===== config.mk =====
export PLATFORM = sky130hd
export DESIGN_NAME = button_ramped_fan_controller_flat
export DESIGN_NICKNAME = d
export VERILOG_FILES = /design/src/brfc_pkg.sv /design/src/brfc_if.sv /design/src/button_ramped_fan_controller.sv /design/src/flat_wrapper.sv
export SDC_FILE = /design/constraint.sdc
export NUM_CORES = 1
export LEC_CHECK = 0
export BUFFER_PORTS_ARGS = -buffer_cell sky130_fd_sc_hd__buf_4
export CAP_MARGIN = 20
export CORE_UTILIZATION = 30
export CTS_BUF_LIST = sky130_fd_sc_hd__clkbuf_16
export DETAILED_ROUTE_END_ITERATION = 8
export PLACE_DENSITY = 0.58
export SYNTH_ARGS = -nofsm -noshare
export SYNTH_HDL_FRONTEND = slang
export SYNTH_SLANG_ARGS = --single-unit
export TNS_END_PERCENT = 30

===== constraint.sdc =====
create_clock -name clk -period 5.82 [get_ports clk]
set_clock_uncertainty 0.2 [all_clocks]
set_input_delay 0.291 -clock clk [delete_from_list [all_inputs] [get_ports clk]]
set_output_delay 0.291 -clock clk [all_outputs]
set_load 0.05 [all_outputs]

===== src/brfc_pkg.sv =====
// Shared constants and types for the button ramped fan controller.
// No dependencies; compiled first.
`default_nettype none

package brfc_pkg;

    // Duty accumulator format: unsigned Q8.FRAC_BITS
    localparam int FRAC_BITS  = 16;
    localparam int DUTY_W     = 8;
    localparam int ACC_W      = DUTY_W + FRAC_BITS;
    localparam int RATE_W     = 24;
    localparam int ELAPSED_W  = 8;
    localparam int STEP_W     = RATE_W + ELAPSED_W;
    localparam int SUM_W      = STEP_W + 1;
    localparam int CNT_W      = 8;
    localparam int STATE_W    = 3;
    localparam int CFG_IDX_W  = 3;
    localparam int CFG_DATA_W = 24;

    // Configuration register indexes
    localparam logic [CFG_IDX_W-1:0] CFG_MIN_DUTY        = 3'd0;
    localparam logic [CFG_IDX_W-1:0] CFG_RAMP_RATE       = 3'd1;
    localparam logic [CFG_IDX_W-1:0] CFG_SCAN_DIVIDER    = 3'd2;
    localparam logic [CFG_IDX_W-1:0] CFG_CLICK_THRESHOLD = 3'd3;
    localparam logic [CFG_IDX_W-1:0] CFG_LONG_THRESHOLD  = 3'd4;

    // Configuration reset values
    localparam logic [DUTY_W-1:0] MIN_DUTY_RST     = 8'd112;
    localparam logic [RATE_W-1:0] RAMP_RATE_RST    = 24'd1114;
    localparam logic [CNT_W-1:0]  SCAN_DIVIDER_RST = 8'd25;
    localparam logic [CNT_W-1:0]  CLICK_THRESH_RST = 8'd4;
    localparam logic [CNT_W-1:0]  LONG_THRESH_RST  = 8'd20;

    localparam logic [CNT_W-1:0]  HOLD_MAX = '1;
    localparam logic [DUTY_W-1:0] DUTY_MAX = '1;

    // Button press states
    typedef enum logic [STATE_W-1:0] {
        PS_IDLE        = 3'd0,
        PS_CLICK       = 3'd1,
        PS_CLICK_REL   = 3'd2,
        PS_LONG        = 3'd3,
        PS_PRESS_REL   = 3'd4
    } press_state_t;

endpackage

`default_nettype wire


===== src/brfc_if.sv =====
// Valid/ready channel interfaces: tick input, status output, config write.
// Depends on brfc_pkg.
`default_nettype none

interface brfc_tick_if;
    import brfc_pkg::*;
    logic                 valid;
    logic                 ready;
    logic                 button_level;
    logic [ELAPSED_W-1:0] elapsed_ms;

    modport source (output valid, output button_level, output elapsed_ms, input ready);
    modport sink   (input valid, input button_level, input elapsed_ms, output ready);
endinterface

interface brfc_status_if;
    import brfc_pkg::*;
    logic               valid;
    logic               ready;
    logic [DUTY_W-1:0]  duty;
    logic               fan_on;
    logic [STATE_W-1:0] button_state;
    logic               ramp_up;

    modport source (output valid, output duty, output fan_on, output button_state,
                    output ramp_up, input ready);
    modport sink   (input valid, input duty, input fan_on, input button_state,
                    input ramp_up, output ready);
endinterface

interface brfc_cfg_if;
    import brfc_pkg::*;
    logic                  valid;
    logic                  ready;
    logic [CFG_IDX_W-1:0]  index;
    logic [CFG_DATA_W-1:0] data;

    modport source (output valid, output index, output data, input ready);
    modport sink   (input valid, input index, input data, output ready);
endinterface

`default_nettype wire


===== src/button_ramped_fan_controller.sv =====
// Button ramped fan controller: ticks reach status through stages 1 and 2.
// One tick per cycle unless status stalls; stage 1 registers the ramp step product,
// stage 2 updates scan/press/fan state, and the state registers are the status.
// Reset (rst_n, async low): config to defaults, counters 0, state idle,
// direction up, fan off, duty 0, pipeline empty. Config writes always accepted.
// Depends on brfc_pkg and brfc_if.
`default_nettype none

module button_ramped_fan_controller (
    input  logic                clk,
    input  logic                rst_n,
    brfc_tick_if.sink           tick,
    brfc_status_if.source       status,
    brfc_cfg_if.sink            cfg
);
    import brfc_pkg::*;

    localparam logic [ACC_W-1:0] ACC_TOP = {DUTY_MAX, {FRAC_BITS{1'b0}}};

    // Configuration registers
    logic [DUTY_W-1:0] min_duty_reg;
    logic [RATE_W-1:0] ramp_rate_reg;
    logic [CNT_W-1:0]  scan_divider_reg;
    logic [CNT_W-1:0]  click_thresh_reg;
    logic [CNT_W-1:0]  long_thresh_reg;

    // Stage 1: tick with precomputed step
    logic              s1_valid_reg, s1_valid_next;
    logic              s1_level_reg;
    logic [STEP_W-1:0] s1_step_reg;

    // Stage 2: controller state, also the status payload
    logic              out_valid_reg, out_valid_next;
    logic [CNT_W-1:0]  scan_count_reg, scan_count_next;
    logic [CNT_W-1:0]  hold_count_reg, hold_count_next;
    press_state_t      press_state_reg, press_state_next;
    logic              direction_reg, direction_next;
    logic              running_reg, running_next;
    logic [ACC_W-1:0]  duty_acc_reg, duty_acc_next;

    logic              out_free;
    logic              advance;
    logic              tick_xfer;
    logic [CNT_W-1:0]  scan_inc;
    logic              scan_hit;
    logic [CNT_W-1:0]  hold_inc;
    logic              dir_after_scan;
    logic [ACC_W-1:0]  floor_acc;
    logic [SUM_W-1:0]  up_sum;
    logic [SUM_W-1:0]  down_diff;
    logic [ACC_W-1:0]  ramp_acc;

    // Handshake
    assign out_free   = !out_valid_reg || status.ready;
    assign advance    = s1_valid_reg && out_free;
    assign tick.ready = !s1_valid_reg || out_free;
    assign tick_xfer  = tick.valid && tick.ready;
    assign cfg.ready  = 1'b1;

    assign s1_valid_next  = tick_xfer ? 1'b1 : (advance ? 1'b0 : s1_valid_reg);
    assign out_valid_next = advance ? 1'b1 : (status.ready ? 1'b0 : out_valid_reg);

    // Configuration writes
    always_ff @(posedge clk or negedge rst_n)
    begin
        if (!rst_n)
        begin
            min_duty_reg     <= MIN_DUTY_RST;
            ramp_rate_reg    <= RAMP_RATE_RST;
            scan_divider_reg <= SCAN_DIVIDER_RST;
            click_thresh_reg <= CLICK_THRESH_RST;
            long_thresh_reg  <= LONG_THRESH_RST;
        end
        else if (cfg.valid)
        begin
            unique case (cfg.index)
                CFG_MIN_DUTY:        min_duty_reg     <= cfg.data[DUTY_W-1:0];
                CFG_RAMP_RATE:       ramp_rate_reg    <= cfg.data[RATE_W-1:0];
                CFG_SCAN_DIVIDER:    scan_divider_reg <= cfg.data[CNT_W-1:0];
                CFG_CLICK_THRESHOLD: click_thresh_reg <= cfg.data[CNT_W-1:0];
                CFG_LONG_THRESHOLD:  long_thresh_reg  <= cfg.data[CNT_W-1:0];
                default:             ;
            endcase
        end
    end

    // Stage 1 valid
    always_ff @(posedge clk or negedge rst_n)
    begin
        if (!rst_n)
        begin
            s1_valid_reg <= 1'b0;
        end
        else
        begin
            s1_valid_reg <= s1_valid_next;
        end
    end

    // Stage 1 payload: ramp step = rate * elapsed
    always_ff @(posedge clk)
    begin
        if (tick_xfer)
        begin
            s1_level_reg <= tick.button_level;
            s1_step_reg  <= STEP_W'(ramp_rate_reg) * STEP_W'(tick.elapsed_ms);
        end
    end

    // Scan divider and saturating hold increment
    assign scan_inc = scan_count_reg + 1'b1;
    assign scan_hit = (scan_inc == scan_divider_reg);
    assign scan_count_next = scan_hit ? '0 : scan_inc;
    assign hold_inc = (hold_count_reg == HOLD_MAX) ? hold_count_reg : hold_count_reg + 1'b1;

    // Press state next-state logic
    always_comb
    begin
        press_state_next = press_state_reg;
        hold_count_next  = hold_count_reg;
        dir_after_scan   = direction_reg;
        if (scan_hit)
        begin
            if (s1_level_reg)
            begin
                hold_count_next = hold_inc;
                priority if (hold_inc >= click_thresh_reg && hold_inc < long_thresh_reg)
                    press_state_next = PS_CLICK;
                else if (hold_inc >= long_thresh_reg)
                    press_state_next = PS_LONG;
                else
                    press_state_next = press_state_reg;
            end
            else
            begin
                unique case (press_state_reg)
                    PS_CLICK:
                    begin
                        press_state_next = PS_CLICK_REL;
                        hold_count_next  = '0;
                    end
                    PS_CLICK_REL:
                    begin
                        press_state_next = PS_IDLE;
                        hold_count_next  = '0;
                    end
                    PS_LONG:
                    begin
                        press_state_next = PS_PRESS_REL;
                        hold_count_next  = '0;
                    end
                    PS_PRESS_REL:
                    begin
                        press_state_next = PS_IDLE;
                        dir_after_scan   = !direction_reg;
                    end
                    default: ;
                endcase
            end
        end
    end

    // Ramp arithmetic: saturate at full scale going up, at min_duty going down
    assign floor_acc = {min_duty_reg, {FRAC_BITS{1'b0}}};
    assign up_sum    = SUM_W'(duty_acc_reg) + SUM_W'(s1_step_reg);
    assign down_diff = SUM_W'(duty_acc_reg) - SUM_W'(s1_step_reg);

    always_comb
    begin
        if (direction_reg)
        begin
            ramp_acc = (up_sum >= SUM_W'(ACC_TOP)) ? ACC_TOP : up_sum[ACC_W-1:0];
        end
        else
        begin
            // top bit set means the step exceeds the accumulator
            ramp_acc = (down_diff[SUM_W-1] || down_diff[ACC_W-1:0] < floor_acc)
                       ? floor_acc : down_diff[ACC_W-1:0];
        end
    end

    // Fan outputs driven by the new press state
    always_comb
    begin
        running_next   = running_reg;
        duty_acc_next  = duty_acc_reg;
        direction_next = dir_after_scan;
        unique case (press_state_next)
            PS_LONG:
            begin
                if (running_reg)
                    duty_acc_next = ramp_acc;
            end
            PS_CLICK_REL:
            begin
                if (running_reg)
                begin
                    running_next  = 1'b0;
                    duty_acc_next = '0;
                end
                else
                begin
                    running_next   = 1'b1;
                    direction_next = 1'b1;
                    duty_acc_next  = floor_acc;
                end
            end
            default: ;
        endcase
    end

    // Stage 2 state, updated once per item
    always_ff @(posedge clk or negedge rst_n)
    begin
        if (!rst_n)
        begin
            out_valid_reg   <= 1'b0;
            scan_count_reg  <= '0;
            hold_count_reg  <= '0;
            press_state_reg <= PS_IDLE;
            direction_reg   <= 1'b1;
            running_reg     <= 1'b0;
            duty_acc_reg    <= '0;
        end
        else
        begin
            out_valid_reg <= out_valid_next;
            if (advance)
            begin
                scan_count_reg  <= scan_count_next;
                hold_count_reg  <= hold_count_next;
                press_state_reg <= press_state_next;
                direction_reg   <= direction_next;
                running_reg     <= running_next;
                duty_acc_reg    <= duty_acc_next;
            end
        end
    end

    // Status holds while stalled since state only moves on advance
    assign status.valid        = out_valid_reg;
    assign status.duty         = duty_acc_reg[ACC_W-1:FRAC_BITS];
    assign status.fan_on       = running_reg;
    assign status.button_state = press_state_reg;
    assign status.ramp_up      = direction_reg;

    // Checks
    a_off_zero_duty: assert property (@(posedge clk) disable iff (!rst_n)
        !running_reg |-> duty_acc_reg == '0)
        else $error("duty nonzero with fan off");

    a_acc_bounded: assert property (@(posedge clk) disable iff (!rst_n)
        duty_acc_reg <= ACC_TOP)
        else $error("duty accumulator above full scale");

    a_advance_valid: assert property (@(posedge clk) disable iff (!rst_n)
        advance |=> out_valid_reg)
        else $error("advanced item did not produce a status");

    a_state_on_scan: assert property (@(posedge clk) disable iff (!rst_n)
        (advance && !scan_hit) |=> $stable(press_state_reg) && $stable(hold_count_reg))
        else $error("press state moved without a scan");

    a_no_move_stalled: assert property (@(posedge clk) disable iff (!rst_n)
        !advance |=> $stable(duty_acc_reg) && $stable(running_reg))
        else $error("fan state moved without an item");

endmodule

`default_nettype wire


===== src/flat_wrapper.sv =====
// flat-port wrapper written by rule: the top's interface ports become plain ports
module button_ramped_fan_controller_flat import brfc_pkg::*;
  (clk, rst_n, tick_valid, tick_button_level, tick_elapsed_ms, tick_ready, status_valid, status_duty, status_fan_on, status_button_state, status_ramp_up, status_ready, cfg_valid, cfg_index, cfg_data, cfg_ready);
  brfc_tick_if tick_i ();
  brfc_status_if status_i ();
  brfc_cfg_if cfg_i ();
  input  logic clk;
  input  logic rst_n;
  input wire logic [$bits(tick_i.valid)-1:0] tick_valid;
  input wire logic [$bits(tick_i.button_level)-1:0] tick_button_level;
  input wire logic [$bits(tick_i.elapsed_ms)-1:0] tick_elapsed_ms;
  output wire logic [$bits(tick_i.ready)-1:0] tick_ready;
  output wire logic [$bits(status_i.valid)-1:0] status_valid;
  output wire logic [$bits(status_i.duty)-1:0] status_duty;
  output wire logic [$bits(status_i.fan_on)-1:0] status_fan_on;
  output wire logic [$bits(status_i.button_state)-1:0] status_button_state;
  output wire logic [$bits(status_i.ramp_up)-1:0] status_ramp_up;
  input wire logic [$bits(status_i.ready)-1:0] status_ready;
  input wire logic [$bits(cfg_i.valid)-1:0] cfg_valid;
  input wire logic [$bits(cfg_i.index)-1:0] cfg_index;
  input wire logic [$bits(cfg_i.data)-1:0] cfg_data;
  output wire logic [$bits(cfg_i.ready)-1:0] cfg_ready;
  assign tick_i.valid = tick_valid;
  assign tick_i.button_level = tick_button_level;
  assign tick_i.elapsed_ms = tick_elapsed_ms;
  assign tick_ready = tick_i.ready;
  assign status_valid = status_i.valid;
  assign status_duty = status_i.duty;
  assign status_fan_on = status_i.fan_on;
  assign status_button_state = status_i.button_state;
  assign status_ramp_up = status_i.ramp_up;
  assign status_i.ready = status_ready;
  assign cfg_i.valid = cfg_valid;
  assign cfg_i.index = cfg_index;
  assign cfg_i.data = cfg_data;
  assign cfg_ready = cfg_i.ready;
  button_ramped_fan_controller u_core (.clk(clk), .rst_n(rst_n), .tick(tick_i), .status(status_i), .cfg(cfg_i));
endmodule

# == Word level (Yosys, flattened, before mapping) ==
# Cells that the tools add are included.
# word_totals
romBits,0
input_bits,41
latch_bits,0
wordCells,87
out_inout_bits,16
mem_count,0
ff_bits,136
mem_bits_rw,0
# classes
n_addsub,4
n_eq_ne,13
bitwise,0
mul,1
n_mux,25
reduce_logical,24
shift,0
n_lt_le_gt_ge,5
div_mod_pow,0
# ops
operator,count
$mux W24,5
$pmux W24 S2,1
$add A24 B32 Y33,1
$ge A33 B24 Y1 const B,1
$sub A24 B32 Y33,1
$mul A24 B8 Y32,1
$mux W8,4
$lt A24 B24 Y1,1
$eq A3 B2 Y1 const B,6
$add A8 B1 Y8 const B,2
$ge A8 B8 Y1,2
$mux W3,4
$reduce_and A2 Y1,6
$mux W1,10
$pmux W3 S3,1
$eq A8 B8 Y1,1
$eq A8 B8 Y1 const B,1
$lt A8 B8 Y1,1
$reduce_bool A2 Y1,4
$eq A3 B1 Y1 const B,2
$eq A3 B3 Y1 const B,2
$reduce_and A3 Y1,2
$logic_and A1 B1 Y1,3
$logic_not A1 Y1,3
5 further kinds,7

# == Longest topological paths before layout ==
# Gate-level depths: netlist of the first run.
# depth
depth_word,10
ltp_mapped,23

# == Least setup slack after synthesis of the first run ==
# OpenSTA, ideal clock, no wires.
# synth_timing
path_kind,input to register
from,input port tick_elapsed_ms[7]
to,register u_core.s1_step_reg[30] (data pin)
cell_stages,21
path_slack_ps,284
arrival_ps,5079
path_cell_list,clkbuf_1 nand2_1 fa_1 fa_1 inv_1 fa_1 inv_1 fa_1 inv_1 ha_1 o21a_1 o21a_1 a211oi_1 nor3_1 o311ai_0 a21oi_1 o21a_1 o31a_1 o21a_1 nor2_1 xnor2_1
# synth_via
elab_chain_len,1
# synth_rtl
item,line_no,text
from (decl),flat_wrapper.sv:11,input wire logic [$bits(tick_i.elapsed_ms)-1:0] tick_elapsed_ms;
$mul A24 B8 Y32,button_ramped_fan_controller.sv:106,s1_step_reg <= STEP_W'(ramp_rate_reg) * STEP_W'(tick.elapsed_ms);
to (signal assigned),button_ramped_fan_controller.sv:106,
to (decl),button_ramped_fan_controller.sv:30,logic [STEP_W-1:0] s1_step_reg;
# No other way between the ends.
# A chain may end at the register's enable or synchronous reset.

# == Worst setup path after layout of the first run ==
# layout_timing
from,register u_core.ramp_rate_reg[10]
to,register u_core.s1_step_reg[30] (data pin)
# layout_via
elab_chain_len,1
# layout_rtl
item,line_no,text
from (decl),button_ramped_fan_controller.sv:22,logic [RATE_W-1:0] ramp_rate_reg;
from (signal assigned),button_ramped_fan_controller.sv:78,CFG_RAMP_RATE: ramp_rate_reg <= cfg.data[RATE_W-1:0];
$mul A24 B8 Y32,button_ramped_fan_controller.sv:106,
# No other way between the ends.

==> metrics.md, run 1 <==
| Metric | Value |
|---|---|
| Run status | finished, final reports clean |
| Post-synthesis area per instance | 9.00 sq um |
| Beginning of the worst hold path | cfg_index[0] |
| Final-report hold violation count | 0 |
| Ys async rst share | 0.757 |
| Number of pins with negative max-slew slack in the final report | 0 |
| Adder-Cell Fraction of Synth Area | 0.273 |
| Worst hold-check slack | 0.123 ns |
| Clock Root Buffer | clkbuf_16 |
| Clk sinks | 136 |
| Clock transition time at the flip-flop clock pins of the worst setup and hold paths | 0.07 ns |
| First drt pass iteration count | 5 |
| Clock Latency Late Sink | 0.45 ns |
| Fraction of layout cells with a size suffix above 1 | 0.141 |
| Pin count of the biggest net entering global routing | 65 |
| Number of antenna violations at the first check in global routing | 0 |
| Number of buffers on the longest clock path | 2 |
| Slew Limit Headroom | 0.416 |
| Via count of the first global-routing pass | 12629 |
| Total Die Area | 52900 sq um |
| Max Cap Viol | 0 |
| Setup violators final | 0 |
| Simple-gate area share of the yosys netlist | 0.187 |
| Required time at the worst-slack endpoint | 5.82 ns |
| Max H-tree Level | 4 |
| Global placer's final weighted congestion | 0.887 |
| Worst Tran Pin Value | 0.876 ns |
| Main combinational cell family by area after synthesis | adder cells |
| Iteration-0 DRC count of the detailed router | 771 |
| Largest driver fanout on the critical path | 8 |
| Starting density of the core | 0.304 |
| Start-to-end type of the worst setup path | reg -> reg |
| DRT antenna net count | 0 |
| Flip-flop count of the largest register after layout | 32 |
| Power density relative to cell area | 616 nW/um^2 |
| Clock tree from TritonCTS | built |
| Post-synthesis to final-layout area growth | 14.5% |
| Synthesized Nets | 2031 |
| CP Launch Type | register |
| Compound-gate portion of the synthesized area | 0.154 |
| Library cells used by synthesis | 94 |
| Multiplexer fraction of the synthesized cell area | 0.0388 |
| Average wire length per cell after detail routing | 16.4 um |
| Die width | 230 um |
| Synthesized flop and latch total | 136 |
| Most used DFF post-synth | dfrtp_1 |
| Floorplan die height | 230 um |
| Total routed wirelength | 41.1 mm |
| Final critical path time including I/O delays and setup | 5.66 ns |
| Final period utilization | 0.972 |
| Number of flops mapped to enable cells by yosys | 33 |
| Antenna diodes | 0 |
| Rows | 83 |
| Class of the worst hold path | in -> reg |
| Number of I/O pins | 57 |
| Port Buf Inserts | 55 |
| DRC errors left | 0 |
| Mapped Cells | 1731 |
| Data arrival at the endpoint of the critical path | 5.65 ns |
| Critical Path End Type | register |
| Net count reported at finish | 2116 |
| Via density | 4.91 |
| Post-synthesis sequential area ratio | 0.230 |
| Unrepaired setup endpoints after global routing | yes |
| Upper clock frequency limit | 0.177 GHz |
| Total CTS buffers | 17 |
| HPWL Detailed | 32.0 mm |
| Warning count from the yosys run | 0 |
| Wire length of the first global-routing pass | 66.7 mm |
| All-Layer GR Usage | 0.158 |
| Via total after detailed routing | 12323 |
| Post-Syn Area | 15600 sq um |
| Static leakage | 0.00818 uW |
| Global route total overflow | 0 |
| Worst setup path start | u_core.ramp_rate_reg[10] |
| Filler cell count | 5283 |
| RR Startpoint | u_core.ramp_rate_reg[10] |
| Peak ir drop on the vdd network | 0.336 mV |
| Final Total Pwr | 11000 uW |
| Post-synthesis xor/xnor area fraction | 0.0349 |
| Area of the core region | 51300 sq um |
[per-stage QoR]
step / setup slack [ns] / utilization / area [sq um] / instances / TNS (ns)
6_report: 0.162 / 0.348 / 17800 / 2509 / 0
5_1_grt: -0.0473 / 0.348 / 17800 / 2509 / -0.0549
4_1_cts: 0.0368 / 0.346 / 17800 / 2506 / 0
3_5_place_dp: -0.123 / 0.329 / 16900 / 2445 / -0.123
3_3_place_gp: -0.0639 / 0.329 / 16900 / 2445 / -0.0639
2_1_floorplan: 0.284 / - / 15600 / 1731 / 0
[cells in the mapped netlist (27+ instances only)]
cell      count  area, sq um
mux2_2       42          473
nor2_1       76          285
dfrtp_1      88         2200
buf_4        27          203
edfxtp_1     33          991
nand2_1     156          586
o21ai_0      82          410
clkbuf_1     38          143
xnor2_1      50          438
inv_1       223          837
ha_1        125         1560
and2_1      154          963
fa_1        134         2680
a21oi_1      83          415
nand3_1      31          155
[area by class of cell]
type | instances | area, sq um | share of cell area
clock buffers | 17 | 425 | 0.0238
flip-flops and latches | 136 | 3590 | 0.201
multi-input cells | 1288 | 10800 | 0.605
well taps | 680 | 851 | 0.0477
clock inverters | 15 | 178 | 0.00996
inverters | 230 | 866 | 0.0485
repair buffers | 143 | 1150 | 0.0642
[worst max-delay path, cell delays in order (launching register included)]
cell and delay, ns:
dfstp_2 0.60, and2_1 0.17, fa_1 0.45, fa_1 0.52, fa_1 0.54, inv_1 0.05
fa_1 0.52, inv_1 0.04, ha_1 0.30, a21o_1 0.18, a21o_1 0.19, a31o_2 0.25
a22o_1 0.22, o311ai_4 0.26, a21oi_2 0.10, o21a_1 0.21, o31a_1 0.26, o21a_1 0.19
nor2_2 0.09, xnor2_1 0.07
[layer usage]
layer,vias up,wire length [um],GRT usage,share of wire
met3,52,1030,0.0190,0.025
li1,6002,-,-,-
met2,202,19700,0.266,0.48
met4,0,903,0.0526,0.022
met1,6067,19500,0.209,0.47
met5,-,0,0,0
[cells in the final DEF (no fill, tap or decap), types with 12 or more instances in the layout]
master / netlist / final
a21o_1: 22 / 22
a21oi_1: 83 / 80
and2_1: 154 / 154
buf_4: 27 / 114
clkbuf_16: 0 / 17
dfrtp_1: 88 / 87
dfstp_2: 15 / 15
dlygate4sd3_1: 0 / 29
edfxtp_1: 33 / 33
fa_1: 134 / 134
ha_1: 125 / 124
inv_1: 223 / 223
mux2_2: 42 / 42
mux2i_1: 12 / 12
nand2_1: 156 / 156
nand2b_1: 14 / 14
nand3_1: 31 / 31
nand4_1: 21 / 21
nor2_1: 76 / 75
nor2b_1: 16 / 16
nor3_1: 26 / 24
o211ai_1: 12 / 12
o21a_1: 16 / 16
o21ai_0: 82 / 80
o31ai_1: 16 / 16
or3_1: 15 / 15
xnor2_1: 50 / 50
xor2_1: 12 / 12
[worst paths after layout]
check / cells past startpoint / slack [ns] / to
max reg2reg: 19 / 0.16 / u_core.s1_step_reg[30]
min in group asynchronous: 2 / 0.15 / u_core.long_thresh_reg[5]
min: 4 / 0.12 / u_core.scan_divider_reg[2]
min reg2reg: 1 / 0.31 / u_core.click_thresh_reg[6]
max: 19 / 0.16 / u_core.s1_step_reg[30]
max in group asynchronous: 3 / 3.97 / u_core.duty_acc_reg[22]
[kinds of logic (layout without fill, tap and decap cells)]
family,count (synthesis),count (layout)
DFF,136,136
xor gates and xnor gates,62,62
and+or+nand+nor,557,557
AOI/OAI and AO/OA,354,354
other,1,1
muxes,55,55
buffers and inverters,307,405
adders and majority gates,259,259
[report_power, final]
group,switching (uW),internal (uW)
clock network,531,615
registers,364,1540
logic,4480,3450
[timing repair]
action	4_1_cts	5_1_grt
pin swaps	1	9
hold buffers	29	0
gates resized for setup	3	14
hold endpoints to repair	96	0
buffers inserted	0	3
setup endpoints to repair	1	4
cloned	0	0
No activity file was read; power rests on OpenSTA's default activity.
==> run 2, diff against run 1 <==
Settings changed: CORE_ASPECT_RATIO set to 0.8.
==> run 2 against run 1 <==
  * Clock power hardly changed
  * Sequential share of layout area is 0.12 points higher
  * Fmax is 0.55% higher
  * Clock-buffer cell count stayed put
  * Worst setup slack better by 0.031 ns
  * Wire length is 1.9% higher
==> metrics.md, run 2 (same netlist as run 1, synthesis figures left out) <==
| Metric | Value |
|---|---|
| Start-to-end type of the worst setup path | reg -> reg |
| Average wire length per cell after detail routing | 16.7 um (+2.2%) |
| Pin count of the biggest net entering global routing | 60 (-7.7%) |
| DRT antenna net count | 0 (unchanged) |
| All-Layer GR Usage | 0.162 (+0.00410) |
| Slew Limit Headroom | 0.334 (-0.0812) |
| Via count of the first global-routing pass | 12622 (-0.055%) |
| DRC errors left | 0 (unchanged) |
| RR Startpoint | u_core.ramp_rate_reg[13] |
| CP Launch Type | register |
| Worst setup path start | u_core.ramp_rate_reg[13] |
| Leading cell type in the layout, fill and taps excluded | inv_1 |
| Placed cell count | 2433 (-0.49%) |
| Net count reported at finish | 2105 (-0.52%) |
| Final critical path time including I/O delays and setup | 5.63 ns (-0.0310 ns) |
| Fraction of layout cells with a size suffix above 1 | 0.138 (-0.00355) |
| Final Total Pwr | 11000 uW (+0.56%) |
| Reg-to-Reg End | u_core.s1_step_reg[30] |
| Starting density of the core | 0.304 (+0.000594) |
| Total CTS buffers | 17 (unchanged) |
| Data arrival at the endpoint of the critical path | 5.63 ns (-0.02 ns) |
| Via total after detailed routing | 12489 (+1.3%) |
| Die width | 257 um (+12%) |
| Post-synthesis to final-layout area growth | 14.0% |
| Run status | finished, final reports clean |
| Clock Latency Late Sink | 0.45 ns (about the same) |
| Global route total overflow | 0 (unchanged) |
| Rows | 74 (-11%) |
| Port Buf Inserts | 55 (unchanged) |
| Clock tree from TritonCTS | built |
| Setup violators final | 0 (unchanged) |
| Max Cap Viol | 0 (unchanged) |
| Power density relative to cell area | 622 nW/um^2 (+1.0%) |
| Final period utilization | 0.967 (-0.00532) |
| Wire length of the first global-routing pass | 68.3 mm (+2.5%) |
| Clk sinks | 136 (unchanged) |
| Post-route cell area | 17800 sq um (-0.44%) |
| Flip-flop count of the largest register after layout | 32 (unchanged) |
| R2R cell count | 19 (unchanged) |
| Number of I/O pins | 57 (unchanged) |
| Number of buffers on the longest clock path | 2 (unchanged) |
| Worst Tran Pin Value | 0.973 ns (+0.0967 ns) |
| Largest driver fanout on the critical path | 9 (+1) |
| Via density | 4.99 (+1.6%) |
| Top library cells by usage in the layout, fill and taps aside | inv_1 (223), nand2_1 (156), and2_1 (154), fa_1 (134), ha_1 (125) |
| HPWL Detailed | 32.7 mm (+2.2%) |
| Setup Total Neg Slack | 0 ns (unchanged) |
| Upper clock frequency limit | 0.178 GHz (+0.55%) |
| Clock Root Buffer | clkbuf_16 |
| Class of the worst hold path | in -> reg |
| Max H-tree Level | 4 (unchanged) |
| Static leakage | 0.00814 uW (-0.40%) |
| Number of pins with negative max-slew slack in the final report | 0 (unchanged) |
| Total routed wirelength | 41.9 mm (+1.9%) |
| Register-to-Register Setup Slack | 0.19 ns (+0.03 ns) |
| Placed Instance Area | 16700 sq um (-0.68%) |
| Area of the core region | 51200 sq um (-0.20%) |
| Antenna diodes | 0 (unchanged) |
| Required time at the worst-slack endpoint | 5.82 ns (about the same) |
| Critical Path End Type | register |
| Total Die Area | 52900 sq um (about the same) |
| Floorplan die height | 206 um (-10%) |
| CP endpoint | u_core.s1_step_reg[30] |
| Clock transition time at the flip-flop clock pins of the worst setup and hold paths | 0.07 ns (about the same) |
| Peak ir drop on the vdd network | 0.403 mV (+20%) |
| Number of antenna violations at the first check in global routing | 0 (unchanged) |
| Final-report hold violation count | 0 (unchanged) |
| Global placer's final weighted congestion | 0.928 (+4.6%) |
| Non-filler instance count after layout | 2502 (-0.28%) |
| Iteration-0 DRC count of the detailed router | 896 (+16%) |
| First drt pass iteration count | 7 (+2) |
-- run 2: worst max-delay path, stage by stage (launching register included) --
cell      delay [ns]
dfrtp_2         0.48
and2_1          0.20
fa_1            0.46
fa_1            0.52
fa_1            0.55
inv_1           0.05
fa_1            0.52
inv_1           0.04
ha_1            0.30
a21o_1          0.18
a21o_1          0.19
a31o_2          0.26
a22o_1          0.22
o311ai_2        0.31
a21oi_2         0.10
o21a_1          0.19
o31a_1          0.26
o21a_1          0.18
nor2_2          0.10
xnor2_1         0.07
-- run 2: repair_timing --
item	in CTS	in global routing
hold buffers	29	0
gates cloned	0	0
setup endpoints to repair	1	4
buffers inserted	0	8
gates resized for setup	1	21
endpoints found under the hold margin	87	0
pin swaps	0	8
-- run 2: cell type report --
class / count / area (sq um)
inverters: 230 / 866
fillers: 5243 / 33400
flip-flops and latches: 136 / 3590
clock buffers: 17 / 425
multi-input cells: 1288 / 10800
well taps: 684 / 856
clock inverters: 15 / 175
repair buffers: 132 / 1070
-- run 2: metrics by stage --
stage,setup slack [ns],hold WS [ns],utilization
final,0.193,0.116,0.347
after global routing,-0.0144,0.136,0.347
after CTS,0.0409,0.0917,0.344
after detailed placement,-0.00942,0.156,0.327
after global placement,-0.00745,0.146,0.327
after floorplan,0.284,-0.205,-
-- run 2: how the worst min path moves through the flow --
stage	from	endpoint	slack, ns	cells past startpoint
floorplan	rst_n	u_core.click_thresh_reg[0]	-0.20	0
CTS	cfg_index[1]	u_core.long_thresh_reg[2]	0.09	5
detailed placement	rst_n	u_core.status.button_state[2]	0.16	1
global placement	rst_n	u_core.status.button_state[0]	0.15	1
global route	cfg_index[0]	u_core.long_thresh_reg[2]	0.14	5
finish	cfg_index[0]	u_core.scan_divider_reg[2]	0.12	4
-- run 2: report_power, final --
group	switching (uW)	leakage [uW]	internal, uW
clock network	514	0.000300	649
registers	370	0.00159	1550
logic	4560	0.00626	3400
total	5450	0.00814	5600
-- run 2: layer usage --
metal  wire length, um  up-vias  GRT usage
met2             17700      368      0.242
met1             21300     6099      0.240
met3              2270       39     0.0303
met4               543        0     0.0368
li1                  -     5983          -
met5                 0        -          0
==> run 3, diff against run 2 <==
Settings changed: CORE_MARGIN set to 2.
==> run 3 against run 2 <==
  * Cell count hardly changed
  * Final area about the same
  * Clock power shrank 6%
  * Combinational power fell by 0.8%
  * Critical path depth unchanged
  * Critical path type unchanged
  * Largest power group unchanged
==> metrics.md, run 3 (same netlist as run 1, synthesis figures left out) <==
| Metric | Value |
|---|---|
| Met1 wire length | 20.7 mm (-2.9%) |
| Number of I/O pins | 57 (unchanged) |
| Total CTS buffers | 17 (unchanged) |
| Top layer in use | met4 |
| Worst hold-check slack | 0.138 ns (+0.0223 ns) |
| Class of the worst hold path | in -> reg |
| Port Buf Inserts | 55 (unchanged) |
| Net Sw Frac | 0.490 (-0.00307) |
| Global placer's final weighted congestion | 0.888 (-4.3%) |
| All-Layer GR Usage | 0.156 (-0.00670) |
| Number of pins with negative max-slew slack in the final report | 0 (unchanged) |
| Clock tree from TritonCTS | built |
| Via total after detailed routing | 12439 (-0.40%) |
| Final period utilization | 0.961 (-0.00579) |
| Flip-flop count of the largest register after layout | 32 (unchanged) |
| Worst Tran Pin Value | 0.907 ns (-0.0662 ns) |
| Pin count of the biggest net entering global routing | 56 (-6.7%) |
| Power density relative to cell area | 613 nW/um^2 (-1.4%) |
| Net count reported at finish | 2107 (+0.095%) |
| Post-route cell area | 17800 sq um (about the same) |
| Total routed wirelength | 41.1 mm (-1.9%) |
| Fraction of layout cells with a size suffix above 1 | 0.139 (+0.00150) |
| Floorplan die height | 208 um (+0.97%) |
| Antenna diodes | 0 (unchanged) |
| Rows | 74 (unchanged) |
| Largest driver fanout on the critical path | 9 (unchanged) |
| Setup violators final | 0 (unchanged) |
| Total Die Area | 53800 sq um (+1.8%) |
| Run status | finished, final reports clean |
| Final Total Pwr | 10900 uW (-1.3%) |
| Reg power frac | 0.176 (+0.003) |
| Post-synthesis to final-layout area growth | 14.0% (about the same) |
| Delay of the slowest critical-path stage | 0.54 ns (about the same) |
| Slew Limit Headroom | 0.380 (+0.0453) |
| Post-layout util | 0.347 (about the same) |
| Number of buffers on the longest clock path | 2 (unchanged) |
| Clock Latency Late Sink | 0.45 ns (about the same) |
| Starting density of the core | 0.304 (unchanged) |
| Cell with the biggest individual delay on the critical path | fa_1 |
| Leading cell type in the layout, fill and taps excluded | inv_1 |
| Global route total overflow | 0 (unchanged) |
| Die width | 259 um (+0.78%) |
| First drt pass iteration count | 5 (-2) |
| Static leakage | 0.00813 uW (-0.16%) |
| Setup slack after layout | 0.227 ns (+0.0337 ns) |
| Clock Root Buffer | clkbuf_16 |
| Area of the core region | 51200 sq um (unchanged) |
| Required time at the worst-slack endpoint | 5.81 ns (about the same) |
| Final critical path time including I/O delays and setup | 5.59 ns (-0.0337 ns) |
| Clk sinks | 136 (unchanged) |
| Via density | 4.97 (-0.48%) |
| Cell with the most instances on the worst path | fa_1 |
| HPWL Detailed | 32.5 mm (-0.78%) |
| Critical Path End Type | register |
| DRC errors left | 0 (unchanged) |
| Start-to-end type of the worst setup path | reg -> reg |
| Clock network fraction of design power | 0.100 (-0.005) |
| Proportion of power drawn by combinational gates | 0.725 (+0.004) |
| Clock transition time at the flip-flop clock pins of the worst setup and hold paths | 0.06 ns (about the same) |
| Unrepaired setup endpoints after global routing | yes |
| Net switching power of the design | 5340 uW (-2.0%) |
| Wire length of the first global-routing pass | 67.1 mm (-1.8%) |
| Post-placement worst setup slack | -0.0254 ns (-0.0160 ns) |
| Upper clock frequency limit | 0.179 GHz (+0.60%) |
| CP Launch Type | register |
| Cell-by-cell trace of the critical path | and2_1 > fa_1 > fa_1 > fa_1 > inv_1 > fa_1 > inv_1 > ha_1 > a21o_1 > a21o_1 > a31o_2 > a22o_1 > o311ai_2 > a21oi_2 > o21a_1 > o31a_1 > o21a_1 > nor2_2 > xnor2_1 |
| Max H-tree Level | 4 (unchanged) |
| Final-report hold violation count | 0 (unchanged) |
| Data arrival at the endpoint of the critical path | 5.58 ns (-0.05 ns) |
| Iteration-0 DRC count of the detailed router | 746 (-17%) |
| DRT antenna net count | 0 (unchanged) |
| Number of antenna violations at the first check in global routing | 0 (unchanged) |
| Met3 wire length | 2.20 mm (-3.0%) |
| Top library cells by usage in the layout, fill and taps aside | inv_1 (224), nand2_1 (156), and2_1 (154), fa_1 (134), ha_1 (123) |
| Via count of the first global-routing pass | 12611 (-0.087%) |
| Peak ir drop on the vdd network | 0.394 mV (-2.4%) |
| Internal Power | 5550 uW (-0.74%) |
| Average wire length per cell after detail routing | 16.4 um (-2.0%) |
| Max Cap Viol | 0 (unchanged) |
| Met2 Wirelength | 17.7 mm (-0.32%) |
| Placed Instance Area | 16700 sq um (unchanged) |
==> run 3: cell count changes in the layout (fill, tap and decap cells not counted), moves of 2 or more <==
cell and change:
clkinvlp_4 +2, inv_8 -3, clkinv_4 +3, ha_4 +2, inv_6 -4, ha_1 -2
==> run 3: area by class of cell <==
type | count | area (sq um)
clock buffer | 18 | 450
inverter | 230 | 866
fill | 5249 | 33400
multi-input combinational | 1288 | 10800
sequential | 136 | 3590
tap | 684 | 856
clock inverter | 14 | 124
timing repair buffer | 134 | 1080
==> run 3: critical path, delay by kind of cell (launching register included) <==
family                     cells  cell delay, ns
AOI/OAI and AO/OA              9            1.85
xor gates and xnor gates       1            0.08
adders and majority gates      5            2.35
buffers and inverters          2            0.09
DFF                            1            0.47
and+or+nand+nor                2            0.29
==> run 3: final timing paths <==
check                                      startpoint                         end  slack, ns  depth (start not counted)
max                          u_core.ramp_rate_reg[13]      u_core.s1_step_reg[30]       0.23                         19
min                                      cfg_index[1]   u_core.long_thresh_reg[2]       0.14                          5
max reg2reg                  u_core.ramp_rate_reg[13]      u_core.s1_step_reg[30]       0.23                         19
min reg2reg                u_core.click_thresh_reg[4]  u_core.click_thresh_reg[4]       0.31                          1
max in group asynchronous                       rst_n    u_core.ramp_rate_reg[13]       3.86                          3
min in group asynchronous                       rst_n    u_core.scan_count_reg[0]       0.23                          2
==> run 3: stage by stage <==
step                instances  setup TNS (ns)
floorplan                1731               0
global placement         2433       -0.000641
detailed placement       2433         -0.0375
CTS                      2494               0
global route             2504        -0.00911
finish                   2504               0
==> run 3: what timing repair did <==
action                                  4_1_cts  5_1_grt
pin swaps                                     0       17
cloned                                        0        0
endpoints found under the setup margin        2        4
setup buffers                                 0       10
hold buffers                                 29        0
endpoints found under the hold margin        93        0
gates resized for setup                       3       22
==> run 3: power groups by stage <==
stage	sequential, uW	clock (uW)	combinational [uW]
6_report	1910	1090	7900
5_1_grt	1950	1170	9020
4_1_cts	1910	1120	7680
3_5_place_dp	1930	0	7580
3_3_place_gp	1910	0	7450
2_1_floorplan	1740	0	5930
==> run 3: metal layers <==
metal / vias to the layer above / track usage
li1: 5994 / -
met1: 6105 / 0.228
met2: 309 / 0.234
met3: 31 / 0.0313
met4: 0 / 0.0353
met5: - / 0
